**config.mk**
```make
export PLATFORM = sky130hd
export DESIGN_NAME = qcos_isqrt
export DESIGN_NICKNAME = d
export VERILOG_FILES = /design/src/qcos_isqrt.sv
export SDC_FILE = /design/constraint.sdc
export NUM_CORES = 1
export LEC_CHECK = 0
export ABC_AREA = 0
export BUFFER_PORTS_ARGS = -buffer_cell sky130_fd_sc_hd__buf_2
export CAP_MARGIN = 5
export CORE_ASPECT_RATIO = 1.5
export CORE_MARGIN = 1
export CORE_UTILIZATION = 45
export DETAILED_ROUTE_END_ITERATION = 8
export PLACE_DENSITY = 0.61
export RECOVER_POWER = 25
export SKIP_CTS_REPAIR_TIMING = 1
export SLEW_MARGIN = 20
export SYNTH_ARGS = -nofsm -noshare
export SYNTH_HDL_FRONTEND = slang
export SYNTH_SLANG_ARGS = --single-unit
```
**constraint.sdc**
```tcl
create_clock -name clock -period 3 [get_ports clock]
set_input_delay 0.15 -clock clock [delete_from_list [all_inputs] [get_ports clock]]
set_output_delay 0.15 -clock clock [all_outputs]
set_load 0.005 [all_outputs]
```
**src/qcos_isqrt.sv**
```systemverilog
module qcos_isqrt #(
   parameter int IN_W = 33
) (
   input  logic                    clock,
   input  logic                    reset,
   input  logic                    in_vld,
   input  logic [IN_W-1:0]         in_val,
   output logic                    out_vld,
   output logic [(IN_W+1)/2-1:0]   out_root
);

   localparam int ROOT_W = (IN_W + 1) / 2;
   localparam int T_W    = IN_W + 1;

   logic [ROOT_W-1:0] vld_ff;
   logic [IN_W-1:0]   rem_ff  [ROOT_W];
   logic [ROOT_W-1:0] root_ff [ROOT_W];

   // one root bit per stage, msb first
   for (genvar s = 0; s < ROOT_W; s++) begin : g_stage
      localparam int K = ROOT_W - 1 - s;

      logic [IN_W-1:0]   rem_cur, rem_in;
      logic [ROOT_W-1:0] root_cur, root_in;
      logic              vld_cur;
      logic [T_W-1:0]    trial;

      if (s == 0) begin : g_first
         assign rem_cur  = in_val;
         assign root_cur = '0;
         assign vld_cur  = in_vld;
      end else begin : g_next
         assign rem_cur  = rem_ff[s-1];
         assign root_cur = root_ff[s-1];
         assign vld_cur  = vld_ff[s-1];
      end

      assign trial = (T_W'(root_cur) << (K + 1)) + (T_W'(1) << (2 * K));

      always_comb begin
         if ({1'b0, rem_cur} >= trial) begin
            rem_in  = rem_cur - trial[IN_W-1:0];
            root_in = root_cur | (ROOT_W'(1) << K);
         end else begin
            rem_in  = rem_cur;
            root_in = root_cur;
         end
      end

      always_ff @(posedge clock) begin
         if (reset) begin
            vld_ff[s] <= 1'b0;
         end else begin
            vld_ff[s] <= vld_cur;
         end
      end

      always_ff @(posedge clock) begin
         rem_ff[s]  <= rem_in;
         root_ff[s] <= root_in;
      end
   end

   assign out_vld  = vld_ff[ROOT_W-1];
   assign out_root = root_ff[ROOT_W-1];

endmodule

```
# Word-level counts from Yosys, hierarchy flattened
# Memory sizes are Yosys's and may differ from the RTL's.
# Index checks and enable logic that the tools add are counted.
word_totals:
  ff_bits: 17
  ramBits: 850
  in_bits: 36
  output_inout_bits: 18
  elab_cells: 103
  mem_count: 2
classes:
  add_sub_neg: 33
  order_cmp: 17
  mux: 34
memory_table:
  columns: ["name", "depth", "word_bits", "rd", "rd_clocked_by_memory_dff", "write_ports", "line", "rtl"]
  rows:
  - ["rem_ff", 17, 33, 16, 0, 17, "16", "logic [IN_W-1:0] rem_ff [ROOT_W];"]
  - ["root_ff", 17, 17, 17, 0, 17, "17", "logic [ROOT_W-1:0] root_ff [ROOT_W];"]
ops:
  columns: ["cell", "count"]
  rows:
  - ["$mux W33", 17]
  - ["$sub A33 B33 Y33", 3]
  - ["$ge A33 B34 Y1", 2]
  - ["$add A33 B31 Y34 const B", 1]
  - ["$add A32 B29 Y33 const B", 1]
  - ["$ge A33 B20 Y1", 1]
  - ["$ge A33 B21 Y1", 1]
  - ["$ge A33 B22 Y1", 1]
  - ["$ge A33 B23 Y1", 1]
  - ["$ge A33 B24 Y1", 1]
  - ["$ge A33 B25 Y1", 1]
  - ["$ge A33 B26 Y1", 1]
  - ["$ge A33 B27 Y1", 1]
  - ["$ge A33 B28 Y1", 1]
  - ["$ge A33 B29 Y1", 1]
  - ["$ge A33 B30 Y1", 1]
  - ["$ge A33 B31 Y1", 1]
  - ["$ge A33 B32 Y1", 1]
  - ["$ge A33 B33 Y1", 1]
  - ["$ge A33 B33 Y1 const B", 1]
  - ["$sub A33 B20 Y33", 1]
  - ["$sub A33 B21 Y33", 1]
  - ["$sub A33 B22 Y33", 1]
  - ["$sub A33 B23 Y33", 1]
  - ["other kinds (41)", 41]

# Depth between registers and ports, before layout
# An unclocked memory read counts as a cell.
depth:
  ltp_word: 4
  ltp_mapped: 11

# Worst setup path before layout
# No wires, ideal clock.
synth_path:
  path_type: "flip-flop to flip-flop"
  from: "memory root_ff[3][24] (netlist bit)"
  to: "memory rem_ff[14][31], in the netlist rem_ff[0][493]"
  setup_time_ps: 72
  arrival_time_ps: 2600
  required_ps: 2928
  path_slack_ps: 329
  path_stages_with_launch: 11
  path_buffers: 0
  synth_period_minus_slack_ps: 2671
  cell_sequence: "dfxtp_1 -> inv_1 -> ha_1 -> a211oi_2 -> nor2_1 -> or4_4 -> a31oi_4 -> o32ai_1 -> or4b_4 -> nor4_4 -> xor2_1"
synth_lines:
  columns: ["item", "line"]
  rows:
  - ["from (decl)", "17"]
  - ["to (decl)", "16"]

==> flow_summary.yaml <==
critical_path:
  slowest_delay_ns: 0.51
  r2r_slack_ns: 0.11
  critPathMaxFanout: 6
  crit_arrival_ns: 3.44
  path_cells: "inv_1, ha_1, nor2b_1, o31a_1, o211ai_1, a22oi_1, o21ai_0, a21boi_0, buf_4, nor3b_1, xor2_1"
  criticalPathCategory: "flop to flop"
  crit_path_end_kind: "flop"
  required_ns: 3.55
  startpoint_type: "flop"
  cp_slowest_cell: "o211ai_1"
floorplanning:
  core_um2: 55700
  pin_count: 54
  die-area_um2: 57410
  die_h_um: 293.0
  die_w_um: 196.0
  rows: 106
  initial_core_util_pct: 45.59
finish:
  fin_util_pct: 53.30
  final_nets: 2814
  final_cell_mix: "dfxtp_1, inv_1, ha_1"
  antennaDiodeCount: 0
  final_common_cell: "dfxtp_1"
  drive_above_1_share_pct: 11.46
  area_growth_pct: 16.91
global_route:
  grt_usage_pct: 18.56
  antenna_found_initial: 0
  grt_pass1_wl_mm: 83.74
  grt_max_degree: 26
  overflow: 0
  grt_pass1_vias: 18030
drt:
  via_per_inst: 5.154
  drcViolationCount: 0
  first_pass_iters: 4
  wl_per_cell_um: 15.88
  vias: 17340
  drtIter0Drc: 529
  routed_wirelength_mm: 53.42
  final_antenna_net_count: 0
cts:
  cts_max_level: 3
  clock_latency_ns: 0.63
  cts_tree: "done"
  cts-root-buf: "clkbuf_16"
  cts_made_buffers: 68
  cts_buffer_depth: 3
  cts_sinks: 698
  cts.clk_slew.worst_paths_ns: 0.06
timing:
  period_minus_slack_ns: 2.889
  hold_viol: 0
  clock.fmax_ghz: 0.3461
  grt_setup_unrepaired: "no"
  final.setup_skew_ns: 0.01896
  maxSlewViolCount: 0
  worst_pin_slew_ns: 0.7070
  setup_viol: 0
  slew-limit-headroom_pct: 52.66
  fin_crit_sh_pct: 96.31
power_and_ir_drop:
  power.total_uw: 30270
  leakage_uw: 0.01354
  ir_drop_uv: 614.2
  p_per_area_nw_per_um2: 1019
place:
  io_buffers: 53
  dpl.hpwl_mm: 41.60
  gp_congestion: 0.9163
synthesis:
  syn_inst: 2426
  syn-num-nets: 2629
  synth-edff-count: 0
  async_reset_ff_share_pct: 0
  ys_seq_area_share_pct: 55.02
  synth_seq_cells: 698
  syn_area_per_cell_um2: 10.47
  ys.flop_type: "dfxtp_1"
  yosysWarnings: 0
  synth_cell_type_count: 76
  syn_area_um2: 25400
run:
  drv_cap: 0
outcome:
  status: "completed"
min_path:
  timing.hold.worst.class: "input port to flop"
cell usage after synthesis, drive strengths merged, types with 38 or more instances:
master / count / area share, %
dfxtp: 698 / 55
inv: 204 / 3.0
ha: 166 / 8.2
nor2: 158 / 2.3
nand2: 135 / 2.0
a21oi: 123 / 2.4
xnor2: 102 / 3.5
xor2: 96 / 3.3
o21ai: 88 / 1.7
nor4: 83 / 2.2
nor3: 57 / 1.1
a21o: 40 / 1.2
mux2: 40 / 1.8
o21a: 40 / 1.2
nor2b: 38 / 0.94
registers in the layout, summed over array words and instances, names as in the netlist:
signal	flops
rem_ff	528
root_ff	153
g_stage.vld_cur	16
out_vld	1
per-layer routing:
layer / track usage [%] / up-vias / share of wire, %
met2: 41.18 / 278 / 61
met5: 0 / - / 0
met3: 2.525 / 167 / 2.4
li1: - / 8753 / -
met4: 14.48 / 0 / 6.5
met1: 12.85 / 8141 / 30
per-stage QoR:
| stage | setup slack, ns | setup TNS (ns) | hold WS (ns) | cell area, um^2 | cells |
|---|---|---|---|---|---|
| 2_1_floorplan | 0.3286 | 0 | 0.1777 | 25400 | 2426 |
| 3_3_place_gp | -0.05326 | -0.08993 | 0.2527 | 26890 | 3207 |
| 3_5_place_dp | -0.1227 | -0.3487 | 0.2536 | 26890 | 3207 |
| 4_1_cts | -0.1281 | -0.5540 | -0.4067 | 29160 | 3328 |
| 5_1_grt | 0.005349 | 0 | 0.1484 | 29690 | 3364 |
| 6_report | 0.1108 | 0 | 0.1516 | 29690 | 3364 |
kinds of logic (layout without fill, tap and decap cells):
family	count (synthesis)	count (layout)	share of synthesized area, %
buffers and inverters	238	474	3.577
AOI/OAI and AO/OA	418	418	10.57
adders and majority gates	167	167	8.257
other	1	1	0.01477
and+or+nand+nor	660	660	13.72
DFF	698	698	55.02
xor gates and xnor gates	198	198	6.828
muxes	46	46	2.010
critical path, delay by kind of cell, from the launching register on:
kind,cells,cell delay (ns)
compound gates,5,1.36
simple gates,2,0.42
flops,1,0.33
fa+ha+maj,1,0.32
buf+inv,2,0.22
xor+xnor,1,0.16
worst paths after layout:
kind / startpoint / endpoint / cells after the start
setup / recovery: root_ff[3][36] / rem_ff[0][519] / 11
hold / removal: in_val[22] / rem_ff[0][22] / 2
setup reg to reg: root_ff[3][36] / rem_ff[0][519] / 11
hold reg to reg: root_ff[3][41] / root_ff[3][58] / 0
power breakdown:
part / internal [uW] / switching, uW
clock: 4810 / 3620
sequential: 11500 / 1520
combinational: 4150 / 4670
area by class of cell:
cell class	instances	area, um^2
Clock buffer	98	1964
Clock inverter	23	305.3
Fill cell	4843	26010
Inverter	204	765.7
Multi-Input combinational cell	1490	10700
Sequential cell	698	13970
Tap cell	702	878.3
Timing Repair Buffer	149	1101
Note: power is estimated with default switching activity, not from simulation.
