`src/qcos_edge.sv`:
```
module qcos_edge #(
   parameter int COORD_BITS = 16
) (
   input  logic                    clock,
   input  logic                    reset,
   input  logic                    in_vld,
   input  logic [COORD_BITS-1:0]   ax,
   input  logic [COORD_BITS-1:0]   ay,
   input  logic [COORD_BITS-1:0]   bx,
   input  logic [COORD_BITS-1:0]   by,
   output logic                    out_vld,
   output logic [2*COORD_BITS:0]   out_sum
);

   localparam int CB = COORD_BITS;

   logic [2:0]          vld_ff;
   logic [CB:0]         ddx, ddy, magx, magy;
   logic [CB-1:0]       dx_in, dy_in, dx_ff, dy_ff;
   logic [2*CB-1:0]     sqx_in, sqy_in, sqx_ff, sqy_ff;
   logic [2*CB:0]       sum_in, sum_ff;

   // absolute differences
   always_comb begin
      ddx   = {ax[CB-1], ax} - {bx[CB-1], bx};
      ddy   = {ay[CB-1], ay} - {by[CB-1], by};
      magx  = ddx[CB] ? (~ddx + 1'b1) : ddx;
      magy  = ddy[CB] ? (~ddy + 1'b1) : ddy;
      dx_in = magx[CB-1:0];
      dy_in = magy[CB-1:0];
   end

   assign sqx_in = (2*CB)'(dx_ff) * (2*CB)'(dx_ff);
   assign sqy_in = (2*CB)'(dy_ff) * (2*CB)'(dy_ff);
   assign sum_in = {1'b0, sqx_ff} + {1'b0, sqy_ff};

   always_ff @(posedge clock) begin
      if (reset) begin
         vld_ff <= '0;
      end else begin
         vld_ff <= {vld_ff[1:0], in_vld};
      end
   end

   always_ff @(posedge clock) begin
      dx_ff  <= dx_in;
      dy_ff  <= dy_in;
      sqx_ff <= sqx_in;
      sqy_ff <= sqy_in;
      sum_ff <= sum_in;
   end

   assign out_vld = vld_ff[2];
   assign out_sum = sum_ff;

endmodule

```
`config.mk`:
```
export PLATFORM = sky130hd
export DESIGN_NAME = qcos_edge
export DESIGN_NICKNAME = d
export VERILOG_FILES = /design/src/qcos_edge.sv
export SDC_FILE = /design/constraint.sdc
export NUM_CORES = 1
export LEC_CHECK = 0
export BUFFER_PORTS_ARGS = -buffer_cell sky130_fd_sc_hd__buf_4
export CAP_MARGIN = 20
export CORE_MARGIN = 5
export CORE_UTILIZATION = 30
export CTS_BUF_LIST = sky130_fd_sc_hd__clkbuf_8
export DETAILED_ROUTE_END_ITERATION = 10
export GPL_TIMING_DRIVEN = 0
export SLEW_MARGIN = 20
export SYNTH_ARGS = -nofsm -noshare
export SYNTH_HDL_FRONTEND = slang
export SYNTH_SLANG_ARGS = --single-unit
```
`constraint.sdc`:
```
create_clock -name clock -period 6.65 [get_ports clock]
set_clock_uncertainty 0.15 [all_clocks]
set_input_delay 0.3325 -clock clock [delete_from_list [all_inputs] [get_ports clock]]
set_output_delay 0.3325 -clock clock [all_outputs]
set_load 0.01 [all_outputs]
```
Yosys cells after proc, flatten, opt, wreduce, memory -nomap -nowiden
Index checks and enable logic that the tools add are counted.
{"block": "totals", "inputBits": 67, "reg_bits": 132, "out_inout_bits": 34, "elab_cells": 17}
{"block": "op_classes", "mux": 2, "addsub": 5, "bitwise": 2, "n_mul": 2}
{"cell": "multiplier 16 x 16 -> 32 bit", "count": 2}
{"cell": "subtractor 16 x 16 -> 17 bit", "count": 2}
{"cell": "adder 32 x 32 -> 33 bit", "count": 1}
{"cell": "adder 16 x 1 -> 16 bit, second input constant", "count": 2}
{"cell": "two-way mux 16 bit", "count": 2}
{"cell": "inverter 16 bit", "count": 2}

Depth between registers and ports, before layout
{"block": "depth", "depth_word": 4, "ltp_mapped": 25, "ltp_nobuf": 24}

Least setup slack after synthesis
OpenSTA, ideal clock, no wires.
{"block": "synth_timing", "path_kind": "reg-to-reg", "startpoint": "register dx_ff[1]", "endpoint": "register sqx_ff[30]", "path_buffers": 2, "setup_ps": 118, "required_time_ps": 6382, "arrival_ps": 6046, "path_slack_ps": 335, "synth_period_minus_slack_ps": 6315, "path_stages_with_launch": 26, "path_cell_list": "dfxtp_1 > clkbuf_1 > clkbuf_1 > and2_1 > fa_1 > inv_1 > fa_1 > inv_1 > fa_1 > inv_1 > fa_1 > inv_1 > fa_1 > inv_1 > fa_1 > inv_1 > ha_1 > a21oi_1 > o21ai_0 > a221oi_1 > a21boi_1 > o21a_1 > o311ai_2 > a31oi_2 > a311o_1 > xor2_1"}
{"block": "synth_via", "elab_chain_cells": 1}
{"element": "start, declared", "line": "19", "text": "logic [CB-1:0] dx_in, dy_in, dx_ff, dy_ff;"}
{"element": "start signal, assigned", "line": "46", "text": "dx_ff <= dx_in;"}
{"element": "multiplier 16 x 16 -> 32 bit", "line": "33", "text": "assign sqx_in = (2*CB)'(dx_ff) * (2*CB)'(dx_ff);"}
{"element": "named net sqx_in[30]", "line": "20", "text": "logic [2*CB-1:0] sqx_in, sqy_in, sqx_ff, sqy_ff;"}
{"element": "end signal, assigned", "line": "48", "text": "sqx_ff <= sqx_in;"}
{"element": "end, declared", "line": "20"}
The timed path passes the listed nets, and every way through them passes these cells.
A chain may end at the register's enable or synchronous reset.

Worst setup path after layout
{"block": "layout_timing", "startpoint": "register dy_ff[11]", "endpoint": "register sqy_ff[29]"}
{"block": "layout_via", "elab_chain_cells": 1}
{"element": "start, declared", "line": "19"}
{"element": "start signal, assigned", "line": "47", "text": "dy_ff <= dy_in;"}
{"element": "multiplier 16 x 16 -> 32 bit", "line": "34", "text": "assign sqy_in = (2*CB)'(dy_ff) * (2*CB)'(dy_ff);"}
{"element": "named net sqy_in[29]", "line": "20"}
{"element": "end signal, assigned", "line": "49", "text": "sqy_ff <= sqy_in;"}
{"element": "end, declared", "line": "20"}
The timed path passes the listed nets, and every way through them passes these cells.

==> flow_summary.toml <==
[worst_setup_path]
rrSetupSlack_ps = 220
crit_fanout = 10
crit_start = "dy_ff[11]$_DFF_P_"
r2r_start = "dy_ff[11]$_DFF_P_"
rr_worst_depth = 22
critical_path_class = "reg2reg"
worst_ep_arrival_time_ps = 6710
cp-endpoint = "sqy_ff[29]$_DFF_P_"
timing.rr.end = "sqy_ff[29]$_DFF_P_"
crit_path_end_kind = "flop"
crit_required_ps = 6940
startpoint_type = "flop"

[placement]
portBuffers = 100
dpl-instance-area_um2 = 22500
dp_cells = 3298
finalWeightedCongestion = 0.8614
dp_hpwl_um = 37840

[floorplan]
pin_count = 101
initial_core_util_pct = 30.16
rows = 96
die-height_um = 272.4
design.core.area_um2 = 68470
die_w_um = 272.4
die_area_um2 = 74180

[sta]
hold_ws_ps = 72.44
tightest_slew_ps = 577.5
finalSetupViolations = 0
finalHoldViolations = 0
fmax_ghz = 0.1556
finalCritPeriodShare_pct = 96.63
slew_viol_final = 0
fin_crit_ps = 6426
max_slew_margin_pct = 61.35

[detailed_routing]
drt_iter0_drc = 736
drc = 0
wire_per_inst_um = 13.33
wl_met3_um = 2104
top_layer = "met4"
postRouteAntennaNets = 0
wl_met1_um = 20710
vias = 15280
first_pass_iters = 5
via_per_inst = 4.538
wirelength_um = 44880
dr_wl_met2_um = 21480

[finish]
area_delta_synth_final_pct = 14.65
final_util_pct = 34.58
fin_area_um2 = 23680
fillers = 7030
drive_gt1_share_pct = 12.52
stdcell_count = 3367
final_net_count = 3131

[clock_network]
h-tree-depth = 4
clock_latency_ps = 520
clock-sinks = 130
cts_buffer_depth = 2
clk_pin_slew_ps = 110
cts_buffers = 17
cts_tree = "built"
root_buffer = "clkbuf_8"

[yosys]
ys_seq_area_share_pct = 12.60
syn_area_per_cell_um2 = 8.916
synth_edf_count = 0
yosys_warnings = 0
synth_nets = 2976
synth.distinct_cells = 80
synth_cells = 2316
syn_area_um2 = 20650
ys_seq_elements = 130
netlist.area_leader.share_pct = 31.60
yosysMostFrequentCell = "inv_1"
yosys.area.top_type = "fa_1"
netlist_top_cells_count = "inv_1 (581), fa_1 (326), ha_1 (267)"
ys_top_cells_by_area = "fa_1 (32%), ha_1 (16%), dfxtp_1 (13%)"
synthArstFlopShare_pct = 0
synthFlopType = "dfxtp_1"

[global_routing]
grt_antenna_before_repair = 1
grt_first_pass_wirelength_um = 75220
grt_pass1_vias = 15830
grt_max_degree = 17
grt_use_total_pct = 12.38
grt-ovfl-total = 0

[run]
max_cap_violations = 0

[run_status]
status = "finished, final reports clean"

[hold_path]
hold_class = "in2reg"
[metal layers]
metal / GRT usage (%) / vias up
met2: 21.02 / 233
met1: 16.42 / 7475
met4: 2.695 / 0
met5: 0 / -
li1: - / 7525
met3: 2.458 / 47
[per-stage QoR]
step / setup WS (ps) / TNS [ps]
2_1_floorplan: 335.3 / 0
3_3_place_gp: -687.1 / -7880
3_5_place_dp: -713.7 / -8297
4_1_cts: -1.450 / -2.105
5_1_grt: -14.30 / -14.30
6_report: 224.1 / 0
[logic make-up after synthesis]
logic type | share of synthesized area [%]
buf+inv | 11.43
simple gates | 12.46
compound gates | 9.646
flops | 12.60
fa+ha+maj | 47.78
mux | 0.2666
xor+xnor | 5.811
[layout make-up]
class / count / area [um^2] / share of cell area (%)
sequential: 130 / 2683 / 11.33
clock inverter: 15 / 146.4 / 0.6183
buffer: 39 / 339.1 / 1.432
inverter: 581 / 2188 / 9.243
antenna: 1 / 2.502 / 0.01057
clock buffer: 17 / 234.0 / 0.9883
multi-input combinational: 1560 / 15910 / 67.18
timing repair buffer: 142 / 1074 / 4.534
tap: 882 / 1104 / 4.661
[worst min path at each step]
stage                                     from                   end  slack (ps)  cells past startpoint
after detailed placement  vld_ff[0]$_SDFF_PP0_  vld_ff[1]$_SDFF_PP0_         280                      1
after global placement    vld_ff[0]$_SDFF_PP0_  vld_ff[1]$_SDFF_PP0_         270                      1
final                                    ax[0]      dx_ff[0]$_DFF_P_          70                      4
after global routing                     by[0]      dy_ff[0]$_DFF_P_          80                      3
after CTS                                by[0]      dy_ff[0]$_DFF_P_          40                      3
after floorplan               dx_ff[0]$_DFF_P_     sqx_ff[0]$_DFF_P_         220                      0
[timing repair]
| item | 4_1_cts | 5_1_grt |
|---|---|---|
| endpoints found under the setup margin | 22 | 16 |
| endpoints found under the hold margin | 4 | 0 |
| resized for setup | 77 | 135 |
| pin swaps | 4 | 30 |
| hold buffers | 3 | 0 |
| setup buffers | 4 | 35 |
[cells in the final DEF (no fill, tap or decap), types with 17 or more instances in the layout]
cell type  instances
inv_1            576
fa_1             324
ha_1             262
nand2_1          170
buf_4            146
nor2_1           117
dfxtp_1          104
a21oi_1           94
xnor2_1           90
and2_1            80
xor2_1            47
o21ai_0           38
nor3_1            29
a21o_1            28
nor2b_1           26
a31oi_1           20
nand3_1           19
dfxtp_4           19
clkbuf_8          17
[flip-flops by register name (all words and copies together) (netlist names)]
| register | cells |
|---|---|
| dx_ff | 16 |
| dy_ff | 16 |
| out_sum | 33 |
| sqx_ff | 31 |
| sqy_ff | 31 |
| vld_ff | 3 |
[critical path, stage by stage (launching register included)]
cell	delay (ps)
dfxtp_2	470
clkbuf_4	270
nand2_1	130
fa_1	520
fa_1	540
inv_1	50
fa_1	490
fa_1	460
fa_1	510
inv_1	50
fa_1	470
inv_1	40
ha_1	240
a211o_1	340
a21oi_2	150
and3b_1	170
o21a_2	190
o31ai_4	100
a2111oi_2	390
buf_4	200
o31ai_1	80
a21oi_1	190
xnor2_1	140
Power is not shown: default switching activity piles up to over one toggle a cycle in this logic, so the estimate is an artifact.
