`src/qcos_pkg.sv`:
```
package qcos_pkg;

   localparam int NUM_CORNERS = 4;
   localparam int TOP_COUNT   = 2;
   localparam int DIM_W       = 13;

   typedef logic [1:0]       rank_type;
   typedef logic [DIM_W-1:0] dim_type;

   localparam dim_type DIM_MAX = '1;

endpackage

```
`src/qcos_order.sv`:
```
module qcos_order #(
   parameter int COORD_BITS = 16
) (
   input  logic                                            clock,
   input  logic                                            reset,
   input  logic                                            in_vld,
   input  logic [qcos_pkg::NUM_CORNERS-1:0][COORD_BITS-1:0] in_x,
   input  logic [qcos_pkg::NUM_CORNERS-1:0][COORD_BITS-1:0] in_y,
   input  logic [COORD_BITS-1:0]                           in_cy,
   output logic                                            out_vld,
   output logic [qcos_pkg::NUM_CORNERS-1:0][COORD_BITS-1:0] out_x,
   output logic [qcos_pkg::NUM_CORNERS-1:0][COORD_BITS-1:0] out_y,
   output logic                                            out_ok
);
   import qcos_pkg::*;

   // stage 1: stable rank by x, top eligibility
   logic                                    vld1_ff;
   logic [NUM_CORNERS-1:0][COORD_BITS-1:0]  x1_ff, y1_ff;
   rank_type                                rank1_in [NUM_CORNERS];
   rank_type                                rank1_ff [NUM_CORNERS];
   logic [NUM_CORNERS-1:0]                  elig1_in, elig1_ff;

   always_comb begin
      for (int i = 0; i < NUM_CORNERS; i++) begin
         rank1_in[i] = '0;
         elig1_in[i] = $signed(in_y[i]) < $signed(in_cy);
         for (int j = 0; j < NUM_CORNERS; j++) begin
            if (j < i) begin
               if ($signed(in_x[j]) <= $signed(in_x[i])) rank1_in[i] = rank1_in[i] + 2'd1;
            end else if (j > i) begin
               if ($signed(in_x[j]) < $signed(in_x[i])) rank1_in[i] = rank1_in[i] + 2'd1;
            end
         end
      end
   end

   always_ff @(posedge clock) begin
      if (reset) begin
         vld1_ff <= 1'b0;
      end else begin
         vld1_ff <= in_vld;
      end
   end

   always_ff @(posedge clock) begin
      x1_ff    <= in_x;
      y1_ff    <= in_y;
      rank1_ff <= rank1_in;
      elig1_ff <= elig1_in;
   end

   // stage 2: walk sorted order, split top and bottom, reorder
   logic                                    vld2_ff;
   logic [NUM_CORNERS-1:0][COORD_BITS-1:0]  x2_in, y2_in, x2_ff, y2_ff;
   logic                                    ok2_in, ok2_ff;
   rank_type                                srt [NUM_CORNERS];
   rank_type                                top_idx [NUM_CORNERS];
   rank_type                                bot_idx [NUM_CORNERS];
   rank_type                                ord [NUM_CORNERS];
   rank_type                                k;
   logic [2:0]                              nt, nb;

   always_comb begin
      for (int r = 0; r < NUM_CORNERS; r++) begin
         srt[r] = '0;
         for (int i = 0; i < NUM_CORNERS; i++) begin
            if (rank1_ff[i] == rank_type'(r)) srt[r] = rank_type'(i);
         end
      end
      for (int i = 0; i < NUM_CORNERS; i++) begin
         top_idx[i] = '0;
         bot_idx[i] = '0;
      end
      nt = '0;
      nb = '0;
      for (int r = 0; r < NUM_CORNERS; r++) begin
         k = srt[r];
         if (elig1_ff[k] && (nt < 3'(TOP_COUNT))) begin
            top_idx[nt[1:0]] = k;
            nt = nt + 3'd1;
         end else begin
            bot_idx[nb[1:0]] = k;
            nb = nb + 3'd1;
         end
      end
      ok2_in = (nt == 3'(TOP_COUNT));
      if (ok2_in) begin
         ord[0] = top_idx[0];
         ord[1] = top_idx[1];
         ord[2] = bot_idx[1];
         ord[3] = bot_idx[0];
      end else begin
         for (int i = 0; i < NUM_CORNERS; i++) ord[i] = rank_type'(i);
      end
      for (int i = 0; i < NUM_CORNERS; i++) begin
         x2_in[i] = x1_ff[ord[i]];
         y2_in[i] = y1_ff[ord[i]];
      end
   end

   always_ff @(posedge clock) begin
      if (reset) begin
         vld2_ff <= 1'b0;
      end else begin
         vld2_ff <= vld1_ff;
      end
   end

   always_ff @(posedge clock) begin
      x2_ff  <= x2_in;
      y2_ff  <= y2_in;
      ok2_ff <= ok2_in;
   end

   assign out_vld = vld2_ff;
   assign out_x   = x2_ff;
   assign out_y   = y2_ff;
   assign out_ok  = ok2_ff;

endmodule

```
`config.mk`:
```
export PLATFORM = sky130hd
export DESIGN_NAME = qcos_order
export DESIGN_NICKNAME = d
export VERILOG_FILES = /design/src/qcos_pkg.sv /design/src/qcos_order.sv
export SDC_FILE = /design/constraint.sdc
export NUM_CORES = 1
export LEC_CHECK = 0
export ABC_AREA = 0
export BUFFER_PORTS_ARGS = -buffer_cell sky130_fd_sc_hd__clkbuf_2
export CELL_PAD_IN_SITES_DETAIL_PLACEMENT = 1
export CELL_PAD_IN_SITES_GLOBAL_PLACEMENT = 1
export CORE_MARGIN = 2
export CORE_UTILIZATION = 46
export CTS_CLUSTER_DIAMETER = 150
export DETAILED_ROUTE_END_ITERATION = 7
export GPL_TIMING_DRIVEN = 0
export PLACE_DENSITY_LB_ADDON = 0.1
export SLEW_MARGIN = 20
export SYNTH_ARGS = -nofsm -noshare
export SYNTH_HDL_FRONTEND = slang
export SYNTH_SLANG_ARGS = --single-unit
```
`constraint.sdc`:
```
create_clock -name clock -period 13 [get_ports clock]
set_input_delay 1.3 -clock clock [delete_from_list [all_inputs] [get_ports clock]]
set_output_delay 1.3 -clock clock [all_outputs]
set_load 0.05 [all_outputs]
```
# [After elaboration in Yosys (flattened, before gate mapping)]
# Cells that the tools add are included.
[totals] regBits=269 latch_bits=0 ramBits=0 romBits=0 inputBits=147 elab_cells=177 mem_count=0
[op_classes] add_sub_neg=11 n_mul=0 n_div=0 n_lt_le_gt_ge=36 n_eq_ne=10 shift=0 mux=79 n_bitwise=6 reduce_logical=12
[op_table] cell="$bmux 16 s2" n=8
[op_table] cell="$mux 16" n=8
[op_table] cell="$lt 16x16->1" n=7
[op_table] cell="$le 16x16->1" n=6
[op_table] cell="$mux 8" n=7
[op_table] cell="$bwmux 8" n=6
[op_table] cell="$mux 2" n=24
[op_table] cell="$demux 2 s2" n=6
[op_table] cell="$lt 2x3->1 const B" n=8
[op_table] cell="$ge 3x3->1 const B" n=6
[op_table] cell="$lt 3x1->1 const B" n=6
[op_table] cell="$not 2->3" n=6
[op_table] cell="$add 2x1->2 const B" n=7
[op_table] cell="$mux 1" n=13
[op_table] cell="$eq 2x2->1 const B" n=6
[op_table] cell="$add 3x1->3 const B" n=3
[op_table] cell="$logic_and 1x1->1" n=9
[op_table] cell="$lt 3x2->1 const B" n=3
[op_table] cell="$mux 3" n=3
[op_table] cell="$bmux 1 s2" n=4
[op_table] cell="$eq 2x1->1 const B" n=3
[op_table] cell="$logic_not 2->1" n=3
[op_table] cell="$eq 3x2->1 const B" n=1
[op_table] cell="$add 1x1->2 const B" n=1

# [Logic depth before layout (Yosys ltp)]
[logic_depth] word_depth=23 depth_mapped=20 depth_no_buf=17

# [Least setup slack after synthesis]
# OpenSTA, ideal clock, no wires.
[synth_timing] path_kind="register to register" start="register rank1_ff[0] (netlist name)" end="register x2_ff (netlist bit out_x[32])" setup_ns=0.126 arrival_time_ns=4.401 required_ns=12.874 setup_slack_ns=8.472 path_stages_with_launch=21 n_path_buf=4 cell_sequence="dfxtp_1 -> buf_2 -> or2_2 -> a21o_1 -> or2_2 -> inv_2 -> ha_1 -> clkbuf_1 -> nor2_1 -> xnor2_1 -> ha_1 -> inv_1 -> o211ai_1 -> a32o_1 -> a2111o_1 -> o32a_1 -> or3_1 -> buf_2 -> buf_6 -> mux2i_1 -> mux2i_1"
[synth_rtl] element="from (decl)" line="qcos_order.sv:21" source="rank_type rank1_ff [NUM_CORNERS];"
[synth_rtl] element="from (signal assigned)" line="qcos_order.sv:49" source="rank1_ff <= rank1_in;"
[synth_rtl] element="to (signal assigned)" line="qcos_order.sv:111" source="x2_ff <= x2_in;"
[synth_rtl] element="to (decl)" line="qcos_order.sv:55" source="logic [NUM_CORNERS-1:0][COORD_BITS-1:0] x2_in, y2_in, x2_ff, y2_ff;"

==> impl_metrics.tcl <==
set metrics [dict create \
    core-area_um2 29600 \
    fin_ws_ns 7.07 \
    setup_viol 0 \
    finalClockSkew_ns 0.0117 \
    ys_seq_elements 269 \
    postSynthAreaPerCell_um2 9.93 \
    path_cells "buf_2 -> nor2b_1 -> a2111oi_4 -> or2_2 -> inv_2 -> ha_1 -> clkbuf_1 -> nor2_1 -> xnor2_1 -> ha_1 -> inv_1 -> o211ai_1 -> a32o_1 -> a2111o_1 -> o32ai_2 -> o2111a_1 -> buf_2 -> buf_1 -> a32oi_1" \
    dp_hpwl_mm 36.9 \
    clkTransAtPathRegs_ns 0.06 \
    chipHeight_um 178 \
    layout.nets 2016 \
    cts_buffer_depth 3 \
    synth_ff_type "dfxtp_1" \
    grt_setup_unrepaired "no" \
    mostFrequentLayoutCell "clkbuf_2" \
    routed_wl_mm 49.3 \
    path_class "reg2reg" \
    setup_tns_ns 0 \
    grt_usage 0.303 \
    preCtsSetupSlack_ns 7.28 \
    critPathSlowestCell "buf_1" \
    synth_area_um2 13900 \
    drtAntennaViolNets 0 \
    ys_types 65 \
    drt_first_iter_violations 671 \
    synth_edf_count 0 \
    period_needed_ns 5.93 \
    layout-drive-gt1-share 0.217 \
    cp_max_fo 10 \
    drv_slew 0 \
    hold_viol_final 0 \
    critPathLaunchType "flip-flop" \
    hold_ws_ns 0.441 \
    post-route-drc-count 0 \
    cts_htree_levels 1 \
    slowest_delay_ns 0.60 \
    cts.hold.buffers_added 0 \
    placedCellCount 2063 \
    synth-seq-area-share 0.388 \
    fin_cells 2116 \
    worstMarginPinSlew_ns 1.11 \
    hp-class "reg2reg" \
    areaGrowthSynthToFinish_pct 20.6 \
    worstSkewPairLatency_ns 0.56 \
    grt_pass1_vias 12982 \
    arrival_ns 6.29 \
    maxSlewHeadroom 0.262 \
    cts_resized 0 \
    gr-total-overflow 0 \
    grt_max_degree 15 \
    maxCapViolations 0 \
    via_count 12366 \
    cp-end-kind "flip-flop" \
    cts_tree "done" \
    grt_pass1_wl_mm 72.6 \
    drt-vias-per-instance 5.84 \
    rows 63 \
    yosysWarnings 0 \
    synthArstFlopShare 0 \
    clkSinkCount 269 \
    portBuffers 276 \
    antenna_found_initial 1 \
    syn_nets 1710 \
    layout_common_cells "clkbuf_2, dfxtp_1, mux2i_1" \
    place_congestion 0.891 \
    wire_per_inst_um 23.3 \
    cts_made_buffers 28 \
    run_status "finished, final reports clean" \
    cts_setup_buffers 0 \
    netlist_instances 1397 \
    ctsRootBufferMaster "clkbuf_16" \
    ioPinCount 277 \
    die_w_um 178 \
    cp.required_ns 13.36 \
    drtPass1Iterations 5 \
    post-route-period-util 0.456 \
    floorplan.initialDensity 0.468 \
    die_area_um2 31600 \
    fmax_mhz 169 \
]
## routing by layer
layer  GRT usage  wire [um]  up-vias
met1       0.368      20500     6031
met3      0.0321       2640      124
met4       0.121       1940        0
li1            -          -     5717
met5           0          0        -
met2       0.544      24200      494
## path summary, 6_finish.rpt
path / slack, ns / startpoint / endpoint / cells past startpoint
max: 7.07 / rank1_ff[2] / out_x[4] / 19
min: 0.44 / vld1_ff / out_vld / 1
max reg2reg: 7.07 / rank1_ff[2] / out_x[4] / 19
min reg2reg: 0.44 / vld1_ff / out_vld / 1
## registers in the layout, indices dropped and copies added (netlist names)
register / cells
out_vld: 1
out_y: 64
rank1_ff: 6
elig1_ff: 4
y1_ff: 64
x1_ff: 64
vld1_ff: 1
out_ok: 1
out_x: 64
## metrics by stage
step	cell area [um2]	utilization
after global placement	15700	0.531
after floorplan	13900	-
after global routing	16700	0.565
final	16700	0.565
after detailed placement	15700	0.531
after CTS	16700	0.565
## layout make-up
cell class,count,area [um2]
multi-input combinational,985,7880
antenna,1,2.50
tap,390,488
buffer,59,293
clock inverter,7,104
inverter,84,315
clock buffer,45,885
sequential,269,5390
timing repair buffer,276,1380
fill,3450,12900
## critical path: cells and delay by family (launching register included)
family                   cells  cell delay (ns)
adder cells (fa/ha/maj)      2             0.57
flip-flops                   1             0.35
buffers and inverters        6             1.76
XOR/XNOR                     1             0.28
AND/OR/NAND/NOR              3             0.96
AO/OA/AOI/OAI                7             1.79
## synthesized netlist by cell type (4+ instances only)
cell type,number,share of area
nor3_1,9,0.0032
mux2_2,6,0.0049
dfxtp_1,269,0.39
a32oi_1,33,0.021
buf_4,6,0.0032
o31ai_1,5,0.0027
a2111oi_0,4,0.0025
nand4_1,27,0.012
nor2b_1,20,0.0090
buf_2,21,0.0076
or2_2,5,0.0023
o22ai_1,38,0.017
nor2_1,30,0.0081
ha_1,166,0.15
clkbuf_1,27,0.0073
nand2b_1,15,0.0068
o211ai_1,5,0.0027
o21ai_0,27,0.0097
a31oi_1,5,0.0023
a21oi_1,95,0.034
inv_1,82,0.022
o21a_1,29,0.016
a211oi_1,5,0.0027
nand2_1,129,0.035
mux2i_1,231,0.17
nand3_1,11,0.0040
a21o_1,39,0.021
## logic make-up (layout without fill, tap and decap cells)
| kind of cell | Yosys count | in the layout | synth area share |
|---|---|---|---|
| adders and majority gates | 166 | 166 | 0.150 |
| DFF | 269 | 269 | 0.388 |
| and+or+nand+nor | 263 | 263 | 0.0904 |
| other | 0 | 1 | 0 |
| muxes | 237 | 237 | 0.172 |
| xor gates and xnor gates | 4 | 4 | 0.00253 |
| AOI/OAI and AO/OA | 315 | 315 | 0.154 |
| buffers and inverters | 143 | 471 | 0.0438 |
Power is not shown: default switching activity piles up to over one toggle a cycle in this logic, so the estimate is an artifact.
